`src/rtl/core/twe_pkg.sv`:
```
// Shared types and constants of the time window event builder.
// No dependencies; used by twe_ctrl, twe_dpath and time_window_event_builder.
package twe_pkg;

   localparam int CH_W       = 3;   // width of the channel field
   localparam int MASK_W     = 8;   // width of channel mask and enable register
   localparam int TIME_W     = 32;  // pulse time and window width
   localparam int CSR_IDX_W  = 1;
   localparam int CSR_DATA_W = 32;

   localparam logic [CSR_IDX_W-1:0] REG_CHANNEL_ENABLE = 1'd0;
   localparam logic [CSR_IDX_W-1:0] REG_WINDOW_TICKS   = 1'd1;

   localparam logic [MASK_W-1:0] CHANNEL_ENABLE_RESET = 8'hFF;
   localparam logic [TIME_W-1:0] WINDOW_TICKS_RESET   = 32'd100000;

   typedef struct packed {
      logic            take_item;  // input beat accepted this cycle
      logic            rd_go;      // issue head read for rd_ch
      logic [CH_W-1:0] rd_ch;
      logic            scan_min;   // returning head feeds the minimum search
      logic            scan_mask;  // returning head is tested against the window
      logic            min_clear;  // start a new event
      logic            out_load;   // move the event into the output register
      logic            finish;     // end of item: clear done flags if all finished
   } twe_cmd_type;

   typedef struct packed {
      logic can_build;
      logic out_free;
   } twe_status_type;

endpackage

```
`src/rtl/core/twe_ctrl.sv`:
```
// Sequencer of the time window event builder: accepts items and steps
// the head scans of each event. Depends on twe_pkg.
module twe_ctrl #(
   parameter int CHANNELS = 8
) (
   input  logic                   clock,
   input  logic                   reset,
   input  logic                   req_valid,
   output logic                   req_ready,
   input  twe_pkg::twe_status_type status,
   output twe_pkg::twe_cmd_type    cmd
);

   localparam int CNT_W = $clog2(CHANNELS + 1);

   localparam logic [2:0] ST_IDLE   = 3'd0;
   localparam logic [2:0] ST_CHECK  = 3'd1;
   localparam logic [2:0] ST_MIN    = 3'd2;
   localparam logic [2:0] ST_MASK   = 3'd3;
   localparam logic [2:0] ST_EMIT   = 3'd4;
   localparam logic [2:0] ST_FINISH = 3'd5;

   logic [2:0]       state_ff, state_in;
   logic [CNT_W-1:0] cnt_ff, cnt_in;
   logic             scan_end;

   assign req_ready = (state_ff == ST_IDLE);
   assign scan_end  = (cnt_ff == CNT_W'(CHANNELS));

   always_comb begin
      state_in = state_ff;
      cnt_in   = cnt_ff;
      cmd      = '0;
      cmd.rd_ch = twe_pkg::CH_W'(cnt_ff);
      unique case (state_ff)
         ST_IDLE: begin
            if (req_valid) begin
               cmd.take_item = 1'b1;
               state_in      = ST_CHECK;
            end
         end
         ST_CHECK: begin
            if (status.can_build) begin
               cmd.min_clear = 1'b1;
               cnt_in        = '0;
               state_in      = ST_MIN;
            end else begin
               state_in = ST_FINISH;
            end
         end
         ST_MIN: begin
            cmd.scan_min = 1'b1;
            cmd.rd_go    = !scan_end;
            if (scan_end) begin
               cnt_in   = '0;
               state_in = ST_MASK;
            end else begin
               cnt_in = cnt_ff + 1'b1;
            end
         end
         ST_MASK: begin
            cmd.scan_mask = 1'b1;
            cmd.rd_go     = !scan_end;
            if (scan_end) begin
               state_in = ST_EMIT;
            end else begin
               cnt_in = cnt_ff + 1'b1;
            end
         end
         ST_EMIT: begin
            // hold until the output register frees up
            if (status.out_free) begin
               cmd.out_load = 1'b1;
               if (status.can_build) begin
                  cmd.min_clear = 1'b1;
                  cnt_in        = '0;
                  state_in      = ST_MIN;
               end else begin
                  state_in = ST_FINISH;
               end
            end
         end
         ST_FINISH: begin
            cmd.finish = 1'b1;
            state_in   = ST_IDLE;
         end
         default: begin
            state_in = ST_IDLE;
         end
      endcase
   end

   always_ff @(posedge clock) begin
      if (reset) begin
         state_ff <= ST_IDLE;
         cnt_ff   <= '0;
      end else begin
         state_ff <= state_in;
         cnt_ff   <= cnt_in;
      end
   end

endmodule

```
`src/rtl/core/twe_dpath.sv`:
```
// Datapath of the time window event builder: configuration registers,
// per-channel FIFOs in one pulse memory, head scans and the output register.
// Depends on twe_pkg.
module twe_dpath #(
   parameter int CHANNELS   = 8,
   parameter int FIFO_DEPTH = 8
) (
   input  logic                             clock,
   input  logic                             reset,
   input  logic                             csr_write_enable,
   input  logic [twe_pkg::CSR_IDX_W-1:0]    csr_index,
   input  logic [twe_pkg::CSR_DATA_W-1:0]   csr_write_data,
   input  logic [twe_pkg::CH_W-1:0]         req_channel,
   input  logic                             req_pulse_valid,
   input  logic [twe_pkg::TIME_W-1:0]       req_hit_time,
   input  logic                             req_channel_end,
   output logic                             rsp_valid,
   input  logic                             rsp_ready,
   output logic [twe_pkg::MASK_W-1:0]       rsp_event_mask,
   output logic [twe_pkg::TIME_W-1:0]       rsp_event_time,
   output logic                             rsp_overflow,
   output logic                             rsp_last_event,
   input  twe_pkg::twe_cmd_type             cmd,
   output twe_pkg::twe_status_type          status
);

   localparam int CW    = (CHANNELS > 1) ? $clog2(CHANNELS) : 1;
   localparam int SW    = (FIFO_DEPTH > 1) ? $clog2(FIFO_DEPTH) : 1;
   localparam int FW    = $clog2(FIFO_DEPTH + 1);
   localparam int SUM_W = SW + 1;
   localparam int DEPTH = CHANNELS * FIFO_DEPTH;
   localparam int AW    = (DEPTH > 1) ? $clog2(DEPTH) : 1;
   localparam int TW    = twe_pkg::TIME_W;

   // configuration
   logic [twe_pkg::MASK_W-1:0] enable_ff;
   logic [TW-1:0]              window_ff;
   logic [CHANNELS-1:0]        en_eff;
   logic [TW-1:0]              win_eff;

   // per-channel FIFO control
   logic [SW-1:0]       rs_ff   [CHANNELS];
   logic [SW-1:0]       rs_in   [CHANNELS];
   logic [FW-1:0]       fill_ff [CHANNELS];
   logic [FW-1:0]       fill_in [CHANNELS];
   logic [CHANNELS-1:0] done_ff, done_in;
   logic                dropped_ff, dropped_in;

   logic [TW-1:0] mem [DEPTH];

   // head read pipeline
   logic [TW-1:0] head_ff;
   logic          rd_v_ff;
   logic [CW-1:0] rd_ch_ff;

   // event accumulation
   logic [TW-1:0]       tmin_ff, tmin_in;
   logic [CHANNELS-1:0] mask_ff, mask_in;

   logic [CW-1:0]    ch_sel, rd_c;
   logic             ch_ok, item_ok, push, drop;
   logic [SW-1:0]    rs_req, rs_issue, rs_back;
   logic [FW-1:0]    fill_req, fill_back;
   logic             en_back, live, pop_hit, min_hit, done_clear;
   logic [SUM_W-1:0] slot_sum;
   logic [SW-1:0]    wslot;
   logic [AW-1:0]    waddr, raddr;
   logic             any_pulse, blocked, all_done;

   assign en_eff  = enable_ff[CHANNELS-1:0];
   assign win_eff = (window_ff == '0) ? TW'(1) : window_ff;

   assign ch_sel  = CW'(req_channel);
   assign rd_c    = CW'(cmd.rd_ch);
   assign ch_ok   = ({1'b0, req_channel} < (twe_pkg::CH_W + 1)'(CHANNELS));

   // select per-channel state for the incoming item, the read issue and the read return
   always_comb begin
      rs_req    = '0;
      fill_req  = '0;
      rs_issue  = '0;
      rs_back   = '0;
      fill_back = '0;
      en_back   = 1'b0;
      for (int c = 0; c < CHANNELS; c++) begin
         if (ch_sel == CW'(c)) begin
            rs_req   = rs_ff[c];
            fill_req = fill_ff[c];
         end
         if (rd_c == CW'(c)) begin
            rs_issue = rs_ff[c];
         end
         if (rd_ch_ff == CW'(c)) begin
            rs_back   = rs_ff[c];
            fill_back = fill_ff[c];
            en_back   = en_eff[c];
         end
      end
   end

   assign item_ok  = cmd.take_item && ch_ok && en_eff[ch_sel];
   assign push     = item_ok && req_pulse_valid && (fill_req != FW'(FIFO_DEPTH));
   assign drop     = item_ok && req_pulse_valid && (fill_req == FW'(FIFO_DEPTH));

   assign slot_sum = SUM_W'(rs_req) + SUM_W'(fill_req);
   assign wslot    = (slot_sum >= SUM_W'(FIFO_DEPTH)) ?
                     SW'(slot_sum - SUM_W'(FIFO_DEPTH)) : SW'(slot_sum);
   assign waddr    = AW'(ch_sel) * AW'(FIFO_DEPTH) + AW'(wslot);
   assign raddr    = AW'(rd_c) * AW'(FIFO_DEPTH) + AW'(rs_issue);

   assign live     = rd_v_ff && en_back && (fill_back != '0);
   assign min_hit  = cmd.scan_min && live && (head_ff < tmin_ff);
   assign pop_hit  = cmd.scan_mask && live && ((head_ff - tmin_ff) < win_eff);

   always_comb begin
      any_pulse = 1'b0;
      blocked   = 1'b0;
      all_done  = 1'b1;
      for (int c = 0; c < CHANNELS; c++) begin
         if (en_eff[c]) begin
            if (fill_ff[c] != '0) begin
               any_pulse = 1'b1;
               all_done  = 1'b0;
            end else if (!done_ff[c]) begin
               blocked  = 1'b1;
               all_done = 1'b0;
            end
         end
      end
   end

   assign done_clear       = cmd.finish && all_done;
   assign status.can_build = any_pulse && !blocked;
   assign status.out_free  = !rsp_valid || rsp_ready;

   always_comb begin
      dropped_in = dropped_ff | drop;
      done_in    = done_ff;
      for (int c = 0; c < CHANNELS; c++) begin
         rs_in[c]   = rs_ff[c];
         fill_in[c] = fill_ff[c];
         if (push && ch_sel == CW'(c)) begin
            fill_in[c] = fill_ff[c] + 1'b1;
         end
         if (item_ok && req_channel_end && ch_sel == CW'(c)) begin
            done_in[c] = 1'b1;
         end
         // pop the head that joined the event
         if (pop_hit && rd_ch_ff == CW'(c)) begin
            rs_in[c]   = (rs_back == SW'(FIFO_DEPTH - 1)) ? '0 : rs_back + 1'b1;
            fill_in[c] = fill_ff[c] - 1'b1;
         end
      end
      if (done_clear) begin
         done_in = '0;
      end
   end

   always_comb begin
      tmin_in = tmin_ff;
      mask_in = mask_ff;
      if (cmd.min_clear) begin
         tmin_in = '1;
         mask_in = '0;
      end else begin
         if (min_hit) begin
            tmin_in = head_ff;
         end
         if (pop_hit) begin
            mask_in = mask_ff | (CHANNELS'(1) << rd_ch_ff);
         end
      end
   end

   always_ff @(posedge clock) begin
      if (reset) begin
         enable_ff  <= twe_pkg::CHANNEL_ENABLE_RESET;
         window_ff  <= twe_pkg::WINDOW_TICKS_RESET;
         done_ff    <= '0;
         dropped_ff <= 1'b0;
         rd_v_ff    <= 1'b0;
         rsp_valid  <= 1'b0;
         for (int c = 0; c < CHANNELS; c++) begin
            rs_ff[c]   <= '0;
            fill_ff[c] <= '0;
         end
      end else begin
         if (csr_write_enable) begin
            unique case (csr_index)
               twe_pkg::REG_CHANNEL_ENABLE:
                  enable_ff <= twe_pkg::MASK_W'(csr_write_data);
               twe_pkg::REG_WINDOW_TICKS:
                  window_ff <= TW'(csr_write_data);
            endcase
         end
         done_ff    <= done_in;
         dropped_ff <= dropped_in;
         rd_v_ff    <= cmd.rd_go;
         for (int c = 0; c < CHANNELS; c++) begin
            rs_ff[c]   <= rs_in[c];
            fill_ff[c] <= fill_in[c];
         end
         if (cmd.out_load) begin
            rsp_valid <= 1'b1;
         end else if (rsp_ready) begin
            rsp_valid <= 1'b0;
         end
      end
   end

   always_ff @(posedge clock) begin
      tmin_ff <= tmin_in;
      mask_ff <= mask_in;
      if (cmd.rd_go) begin
         rd_ch_ff <= rd_c;
      end
      if (cmd.out_load) begin
         rsp_event_mask <= twe_pkg::MASK_W'(mask_ff);
         rsp_event_time <= tmin_ff;
         rsp_overflow   <= dropped_ff;
         rsp_last_event <= !status.can_build;
      end
   end

   always_ff @(posedge clock) begin
      if (push) begin
         mem[waddr] <= req_hit_time;
      end
      if (cmd.rd_go) begin
         head_ff <= mem[raddr];
      end
   end

endmodule

```
`src/rtl/core/time_window_event_builder.sv`:
```
// Top level of the time window event builder: sequencer plus datapath.
// Depends on twe_pkg, twe_ctrl and twe_dpath.
//
//   channel | handshake             | payload
//   req     | req_valid/req_ready   | channel, pulse_valid, hit_time, channel_end
//   rsp     | rsp_valid/rsp_ready   | event_mask, event_time, overflow, last_event
//   csr     | csr_write_enable      | csr_index, csr_write_data
//
// An input beat that builds no event passes only through the check and finish states.
// Each event makes two passes over the channel heads through the one read port
// of the pulse memory (minimum, then window test and pop), then it is emitted.
// Reset is synchronous and clears all FIFOs, done flags and the overflow flag.
// A stalled result holds in the output register; the next event waits behind it,
// while a new input beat is still taken once the current beat has finished.
module time_window_event_builder #(
   parameter int CHANNELS   = 8,
   parameter int FIFO_DEPTH = 8
) (
   input  logic                           clock,
   input  logic                           reset,
   input  logic                           csr_write_enable,
   input  logic [twe_pkg::CSR_IDX_W-1:0]  csr_index,
   input  logic [twe_pkg::CSR_DATA_W-1:0] csr_write_data,
   input  logic                           req_valid,
   output logic                           req_ready,
   input  logic [twe_pkg::CH_W-1:0]       req_channel,
   input  logic                           req_pulse_valid,
   input  logic [twe_pkg::TIME_W-1:0]     req_hit_time,
   input  logic                           req_channel_end,
   output logic                           rsp_valid,
   input  logic                           rsp_ready,
   output logic [twe_pkg::MASK_W-1:0]     rsp_event_mask,
   output logic [twe_pkg::TIME_W-1:0]     rsp_event_time,
   output logic                           rsp_overflow,
   output logic                           rsp_last_event
);

   twe_pkg::twe_cmd_type    cmd;
   twe_pkg::twe_status_type status;

   twe_ctrl #(
      .CHANNELS (CHANNELS)
   ) u_ctrl (
      .clock     (clock),
      .reset     (reset),
      .req_valid (req_valid),
      .req_ready (req_ready),
      .status    (status),
      .cmd       (cmd)
   );

   twe_dpath #(
      .CHANNELS   (CHANNELS),
      .FIFO_DEPTH (FIFO_DEPTH)
   ) u_dpath (
      .clock            (clock),
      .reset            (reset),
      .csr_write_enable (csr_write_enable),
      .csr_index        (csr_index),
      .csr_write_data   (csr_write_data),
      .req_channel      (req_channel),
      .req_pulse_valid  (req_pulse_valid),
      .req_hit_time     (req_hit_time),
      .req_channel_end  (req_channel_end),
      .rsp_valid        (rsp_valid),
      .rsp_ready        (rsp_ready),
      .rsp_event_mask   (rsp_event_mask),
      .rsp_event_time   (rsp_event_time),
      .rsp_overflow     (rsp_overflow),
      .rsp_last_event   (rsp_last_event),
      .cmd              (cmd),
      .status           (status)
   );

endmodule
```
`config.mk`:
```
export PLATFORM = sky130hd
export DESIGN_NAME = time_window_event_builder
export DESIGN_NICKNAME = d
export VERILOG_FILES = /design/src/rtl/core/twe_pkg.sv /design/src/rtl/core/twe_ctrl.sv /design/src/rtl/core/twe_dpath.sv /design/src/rtl/core/time_window_event_builder.sv
export SDC_FILE = /design/constraint.sdc
export NUM_CORES = 2
export LEC_CHECK = 0
export ABC_CLOCK_PERIOD_IN_PS = 5800
export BUFFER_PORTS_ARGS = -buffer_cell sky130_fd_sc_hd__buf_2
export CELL_PAD_IN_SITES_DETAIL_PLACEMENT = 1
export CELL_PAD_IN_SITES_GLOBAL_PLACEMENT = 1
export CORE_MARGIN = 5
export CORE_UTILIZATION = 41
export CTS_BUF_LIST = sky130_fd_sc_hd__clkbuf_4
export CTS_CLUSTER_SIZE = 14
export DETAILED_ROUTE_END_ITERATION = 12
export PLACE_DENSITY = 0.65
export SYNTH_ARGS = -nofsm -noshare
export SYNTH_HDL_FRONTEND = slang
export SYNTH_SLANG_ARGS = --single-unit
```
`constraint.sdc`:
```
create_clock -name clock -period 5.8 [get_ports clock]
set_input_delay 1.16 -clock clock [delete_from_list [all_inputs] [get_ports clock]]
set_output_delay 1.16 -clock clock [all_outputs]
set_load 0.03 [all_outputs]
```
## Word level (Yosys, flattened, before mapping)

Memories as Yosys holds them, arrays and structs flattened. A register that Yosys moved wholly into a read port is not among the register bits.
Index checks and enable logic that the tools add are counted.

| word-level totals | value |
|---|---|
| register bits | 143 |
| input port bits | 75 |
| output and inout port bits | 44 |
| RAM bits | 2104 |
| memories | 3 |

| operators by class | value |
|---|---|
| shift-type cells | 1 |
| add/sub/neg operators | 23 |
| $lt $le $gt $ge | 4 |
| reductions and logical operators | 64 |
| mux-type cells | 185 |
| equal/unequal tests | 35 |
| bitwise logic cells | 19 |

Memory list:

| memory | depth | bits a word | rd ports | clocked after memory_dff | wr ports | line | source |
|---|---|---|---|---|---|---|---|
| u_dpath.mem | 64 | 32 | 1 | 1 | 1 | twe_dpath.sv:49 | `logic [TW-1:0] mem [DEPTH];` |
| u_dpath.fill_ff | 8 | 4 | 8 | 0 | 8 | twe_dpath.sv:44 | `logic [FW-1:0] fill_ff [CHANNELS];` |
| u_dpath.rs_ff | 8 | 3 | 8 | 0 | 8 | twe_dpath.sv:42 | `logic [SW-1:0] rs_ff [CHANNELS];` |

Operators by type and width:

| operator | number |
|---|---|
| two-way mux 4 bit | 44 |
| two-way mux 3 bit | 47 |
| two-way mux 1 bit | 88 |
| less-than comparator 32 bit | 2 |
| equality test 3 bit, second input constant | 15 |
| nonzero test 4 bit | 10 |
| logical AND 1 bit | 37 |
| adder 4 x 1 -> 4 bit, second input constant | 9 |
| logical NOT 32 bit | 1 |
| two-way mux 32 bit | 1 |
| subtractor 32 bit | 1 |
| subtractor 4 x 1 -> 4 bit, second input constant | 8 |
| equality test 3 x 2 -> 1 bit, second input constant | 8 |
| OR 1 bit | 17 |
| one-hot mux 4 bit (4 select lines) | 1 |
| one-hot mux 3 bit (5 select lines) | 1 |
| adder 6 x 3 -> 6 bit | 2 |
| equality test 3 x 1 -> 1 bit, second input constant | 4 |
| logical NOT 3 bit | 4 |
| equality test 4 bit, second input constant | 2 |
| OR 8 bit | 1 |
| << shifter 1 x 3 -> 8 bit, first input constant | 1 |
| inequality test 2 bit, second input constant | 3 |
| adder 3 x 4 -> 4 bit | 1 |
| 17 further kinds | 23 |

## Depth between registers and ports, before layout

An unclocked memory read counts as a cell.

| depth | value |
|---|---|
| word-level depth | 31 |
| gate-level depth with buffers | 28 |
| gate-level depth less buffers | 27 |

## Hierarchy

From an unflattened synthesis, not the netlist that was laid out.

| second synthesis, totals | value |
|---|---|
| cells, all modules | 7039 |
| area, all modules | 93304.5 um^2 |

By module, submodules not included:

| module | cells each | instances | area an instance (um^2) |
|---|---|---|---|
| twe_dpath | 6975 | 1 | 92777.7 |
| twe_ctrl | 64 | 1 | 526.8 |

## Least setup slack after synthesis

No wires, ideal clock.

| timing | value |
|---|---|
| path type | input-to-reg |
| start | input req_channel[1] in the netlist's numbering |
| end | memory u_dpath.mem[10][0] in the netlist's numbering (enable) |
| arrival time | 5776 ps |
| library setup time | 421 ps |
| stages | 12 |
| path slack | -398 ps |
| path through | buf_2 buf_2 buf_1 mux4_2 mux2_2 ha_1 fa_1 xor2_1 xnor2_1 or3b_2 clkbuf_1 nor2_1 |

| on the way | value |
|---|---|
| word-level cells in the longest chain between the ends | 13 |
| elaborated cells on any way between the ends | 37 |
| those cells by class | 3 x add/sub; 1 x order compare; 8 x eq/ne; 21 x mux; 4 x reduce/logical |

RTL lines:

| what | line | source |
|---|---|---|
| from (decl) | time_window_event_builder.sv:26 | `input logic [twe_pkg::CH_W-1:0] req_channel,` |
| logical NOT 3 bit | twe_dpath.sv:86 | `if (ch_sel == CW'(c)) begin` |
| two-way mux 3 bit or two-way mux 4 bit (tied branches) (8 in series) | twe_dpath.sv:86 |  |
| adder 3 x 4 -> 4 bit or inequality test 4 bit (tied branches) | twe_dpath.sv:105, twe_dpath.sv:102 |  |
| >= comparator 4 bit (tied with other cells) | twe_dpath.sv:106 | `assign wslot = (slot_sum >= SUM_W'(FIFO_DEPTH)) ?` |
| two-way mux 3 bit or two-way mux 1 bit (tied branches) | twe_dpath.sv:106, twe_dpath.sv:226 |  |
| adder 6 x 3 -> 6 bit or two-way mux 1 bit (tied branches) | twe_dpath.sv:108, twe_dpath.sv:227 |  |
| to (decl) | twe_dpath.sv:49 |  |

Several ways; a longest one is shown, not always the timed one. The select of a mux whose other input is x is not followed.

==> flow_metrics.env <==
export IMPL_status="finished, violations left"
export IMPL_failed_checks="negative setup slack"
export IMPL_drt_iter0_drc=5818
export IMPL_clk_pin_slew_worst_paths_ns=0.07
export IMPL_grt_pass1_wl_um=443400
export IMPL_worst_ep_arrival_time_ns=7.20
export IMPL_finalCriticalPeriod_ns=5.942
export IMPL_cp_max_fo=6
export IMPL_die_h_um=490.3
export IMPL_die_area_um2=240400
export IMPL_gp_congestion=0.8419
export IMPL_final_nets=7334
export IMPL_drc_errors=0
export IMPL_cts_tree="built"
export IMPL_clock_latency_ns=1.42
export IMPL_worst_setup_path_start_kind="register"
export IMPL_grt_usage_pct=24.79
export IMPL_dp_hpwl_um=180200
export IMPL_crit_top_cell="buf_4"
export IMPL_wl_per_cell_um=28.96
export IMPL_max_clock_path_buffers=4
export IMPL_setup_ws_ns=-0.1423
export IMPL_p_leak_nw=38.22
export IMPL_drive_gt1_share_pct=23.77
export IMPL_synth_edf_count=2125
export IMPL_maxSlewViolCount=0
export IMPL_initial_utilization_pct=41.18
export IMPL_p_seq_share_pct=54.6
export IMPL_overflow=0
export IMPL_crit_type="reg2reg"
export IMPL_yosys_warnings=0
export IMPL_cts_sinks=2279
export IMPL_areaGrowthSynthToFinish_pct=17.55
export IMPL_p_switching_mw=7.251
export IMPL_synth_cell_type_count=95
export IMPL_hold_viol=0
export IMPL_htree_levels=6
export IMPL_multi_input_area_um2=26600
export IMPL_cts_buffers=622
export IMPL_worst_ep_required_time_ns=7.06
export IMPL_clock_skew_ns=0.1043
export IMPL_syn_cell_area_um2=94570
export IMPL_maxCapViolations=0
export IMPL_slew_headroom_pct=17.10
export IMPL_cpPeakStageDelay_ns=0.41
export IMPL_drt_total_wl_um=307500
export IMPL_rsz0062_at_grt="true"
export IMPL_antenna_found_initial=23
export IMPL_dp_cells=9507
export IMPL_dr_pass1_iters=5
export IMPL_power_density_nw_per_um2=297.1
export IMPL_stdcell_count=10620
export IMPL_grt_max_degree=129
export IMPL_finalPower_mw=33.03
export IMPL_rows=176
export IMPL_grt_pass1_vias=64730
export IMPL_fillCellCount=22660
export IMPL_p_comb_share_pct=2.2
export IMPL_io_buffers=118
export IMPL_die_w_um=490.3
export IMPL_worst_pin_slew_ns=1.244
export IMPL_vdd_ir_drop_worst_mv=0.2474
export IMPL_syn_num_nets=6579
export IMPL_cts_root_buf="clkbuf_4"
export IMPL_antenna_left=0
export IMPL_internal_power_mw=25.78
export IMPL_holdWs_ns=0.1793
export IMPL_period_share_pct=102.5
export IMPL_synth_cells=6406
export IMPL_vias=62730
export IMPL_synth_seq_cells=2279
export IMPL_pin_count=119
export IMPL_fmax_mhz=168.3
export IMPL_viasPerCell=5.908
export IMPL_finalSetupViolCount=6
export IMPL_core_area_um2=229700
export IMPL_hold_class="in2reg"
export IMPL_register_area_um2=66900
export IMPL_cp_end_kind="register"
export IMPL_avgSynthCellArea_um2=14.76
export IMPL_async_flop_share_pct=0
export IMPL_ys_seq_area_share_pct=70.73
export IMPL_critPathSlowestCell="o41a_1"
export IMPL_switching_share_pct=21.96
export IMPL_power_share_clock_pct=43.2
export IMPL_synth_ff_type="edfxtp_1"
## repair_timing
item,in CTS,in global routing
hold endpoints to repair,37,0
resized for setup,50,58
hold buffers,32,0
setup buffers,12,16
setup endpoints to repair,25,32
pin swaps,48,26
## synthesized netlist by cell type, types with 6 or more instances
cell          n  share of area [%]
o31ai_1       7              0.056
or2_2         7              0.046
nor3b_1      12              0.095
mux2_2       70               0.83
nor2b_1      24               0.16
a21oi_1      99               0.52
a211oi_1    524                4.2
xor2_1       15               0.14
xnor2_1      20               0.19
o211ai_1    148                1.2
dfxtp_1     154                3.3
nand3b_1      9              0.071
a21o_1       40               0.32
nand2_1     515                2.0
o41ai_1     137                1.3
and3_1      519                3.4
inv_1       139               0.55
o21ai_0      27               0.14
buf_1        24              0.095
nor3_1       16              0.085
fa_1         10               0.21
mux4_2       16               0.38
clkbuf_1    356                1.4
ha_1         88                1.2
edfxtp_1   2125                 67
or3_1         7              0.046
nand3_1      96               0.51
nor2_1      197               0.78
mux2i_1     521                5.5
nand4_1      24               0.16
o21a_1       16               0.13
nor4_1       25               0.17
buf_2        71               0.38
and4_1       35               0.32
and2_1       10              0.066
nand2b_1     12              0.079
a22oi_1      67               0.53
a211o_1      35               0.32
mux2_1        9               0.11
o2111ai_1     6              0.056
a31oi_1      68               0.45
o21ai_1       8              0.042
## worst max-delay path: cells and delay by family (launching register included)
| family | cells | cell delay [ns] |
|---|---|---|
| compound gates | 10 | 1.98 |
| buf+inv | 9 | 1.18 |
| fa+ha+maj | 4 | 1.13 |
| simple gates | 4 | 0.99 |
| flops | 1 | 0.38 |
| xor+xnor | 1 | 0.19 |
## final timing paths
path	startpoint	endpoint	slack [ns]	depth (start not counted)
max	u_dpath.head_ff[0]$_DFFE_PP_	u_dpath.fill_ff[3][2]$_SDFFE_PP0P_	-0.14	28
min	rsp_ready	u_dpath.rsp_valid$_SDFFE_PP0P_	0.18	3
max reg2reg	u_dpath.head_ff[0]$_DFFE_PP_	u_dpath.fill_ff[3][2]$_SDFFE_PP0P_	-0.14	28
min reg2reg	u_dpath.dropped_ff$_SDFF_PP0_	u_dpath.rsp_overflow$_DFFE_PP_	0.43	0
## cell families (layout without fill, tap and decap cells)
family                     Yosys count  count (layout)  share of synthesized area, %
adders and majority gates           98              98                         1.376
AOI/OAI and AO/OA                 1248            1248                         9.912
xor gates and xnor gates            35              35                        0.3241
DFF                               2279            2279                         70.73
other                                0              21                             0
and+or+nand+nor                   1533            1533                         8.281
muxes                              618             618                         6.891
buffers and inverters              595            1760                         2.483
## power groups by stage
stage | clock network, mW | registers (mW) | logic, mW
floorplan | 0 | 18.4 | 0.228
global placement | 0 | 18.4 | 0.674
detailed placement | 0 | 18.4 | 0.697
CTS | 14.6 | 18.0 | 0.726
global route | 15.6 | 18.0 | 0.786
finish | 14.3 | 18.0 | 0.731
## cell usage in the layout, fill, tap and decap left out, types with 13 or more instances in the layout
master            n
a21oi_1          86
nor2_4           73
a22oi_1          66
clkbuf_4        912
and4_1           35
and3_1          519
buf_2           117
nor2b_1          24
ha_1             74
a21o_1           40
inv_1           134
buf_12          115
nand4_1          24
mux4_2           16
o21ai_0          25
mux2i_1         521
inv_2            19
o41ai_1         137
nor3_1           13
edfxtp_1       2125
a211oi_1        520
nor2_1          123
nand3_1          91
a31oi_1          67
buf_4           306
buf_6            16
xor2_1           14
xnor2_1          16
o21a_1           15
diode_2          21
dlygate4sd3_1    32
nand2_1         510
clkinv_1         80
o211ai_1        148
dfxtp_1         153
mux2_2           70
a211o_1          35
nor4_1           23
## registers in the layout, summed over array words and instances (netlist names)
name,flops
u_ctrl.cnt_ff,4
u_dpath.tmin_ff,32
u_dpath.rsp_valid,1
u_dpath.done_ff,8
u_dpath.rsp_event_time,32
u_dpath.mem,2048
u_dpath.mask_ff,8
u_dpath.rsp_event_mask,8
u_dpath.window_ff,32
u_dpath.rsp_overflow,1
u_dpath.dropped_ff,1
u_dpath.en_eff,8
u_dpath.fill_ff,32
u_dpath.rd_v_ff,1
u_dpath.rsp_last_event,1
u_ctrl.state_ff,3
u_dpath.head_ff,32
u_dpath.rd_ch_ff,3
u_dpath.rs_ff,24
## layer usage
| metal | vias up | track usage, % | part of all wire, % |
|---|---|---|---|
| li1 | 27120 | - | - |
| met1 | 32620 | 32.48 | 42 |
| met2 | 2396 | 40.92 | 48 |
| met3 | 597 | 4.862 | 6.5 |
| met4 | 4 | 9.505 | 3.5 |
| met5 | - | 0 | 0.0075 |
## stage by stage
stage          util, %  setup TNS, ns  setup WS [ns]  instance area (um2)
2_1_floorplan        -        -237.79        -0.3976                94770
3_3_place_gp     44.59         -6.232        -0.4403               102400
3_5_place_dp     44.59         -8.204        -0.5503               102400
4_1_cts          48.21        -0.5542       -0.09252               110700
5_1_grt          48.39         -5.575        -0.3993               111100
6_report         48.40        -0.4312        -0.1423               111200
## area by class of cell
class / count / area share, %
Antenna cell: 21 / 0.04727
Sequential cell: 2279 / 60.18
Inverter: 140 / 0.4727
Clock buffer: 912 / 6.159
Tap cell: 3026 / 3.406
Timing Repair Buffer: 586 / 5.114
Multi-Input combinational cell: 3532 / 23.92
Clock inverter: 122 / 0.7012
(Power assumes the default switching activity.)
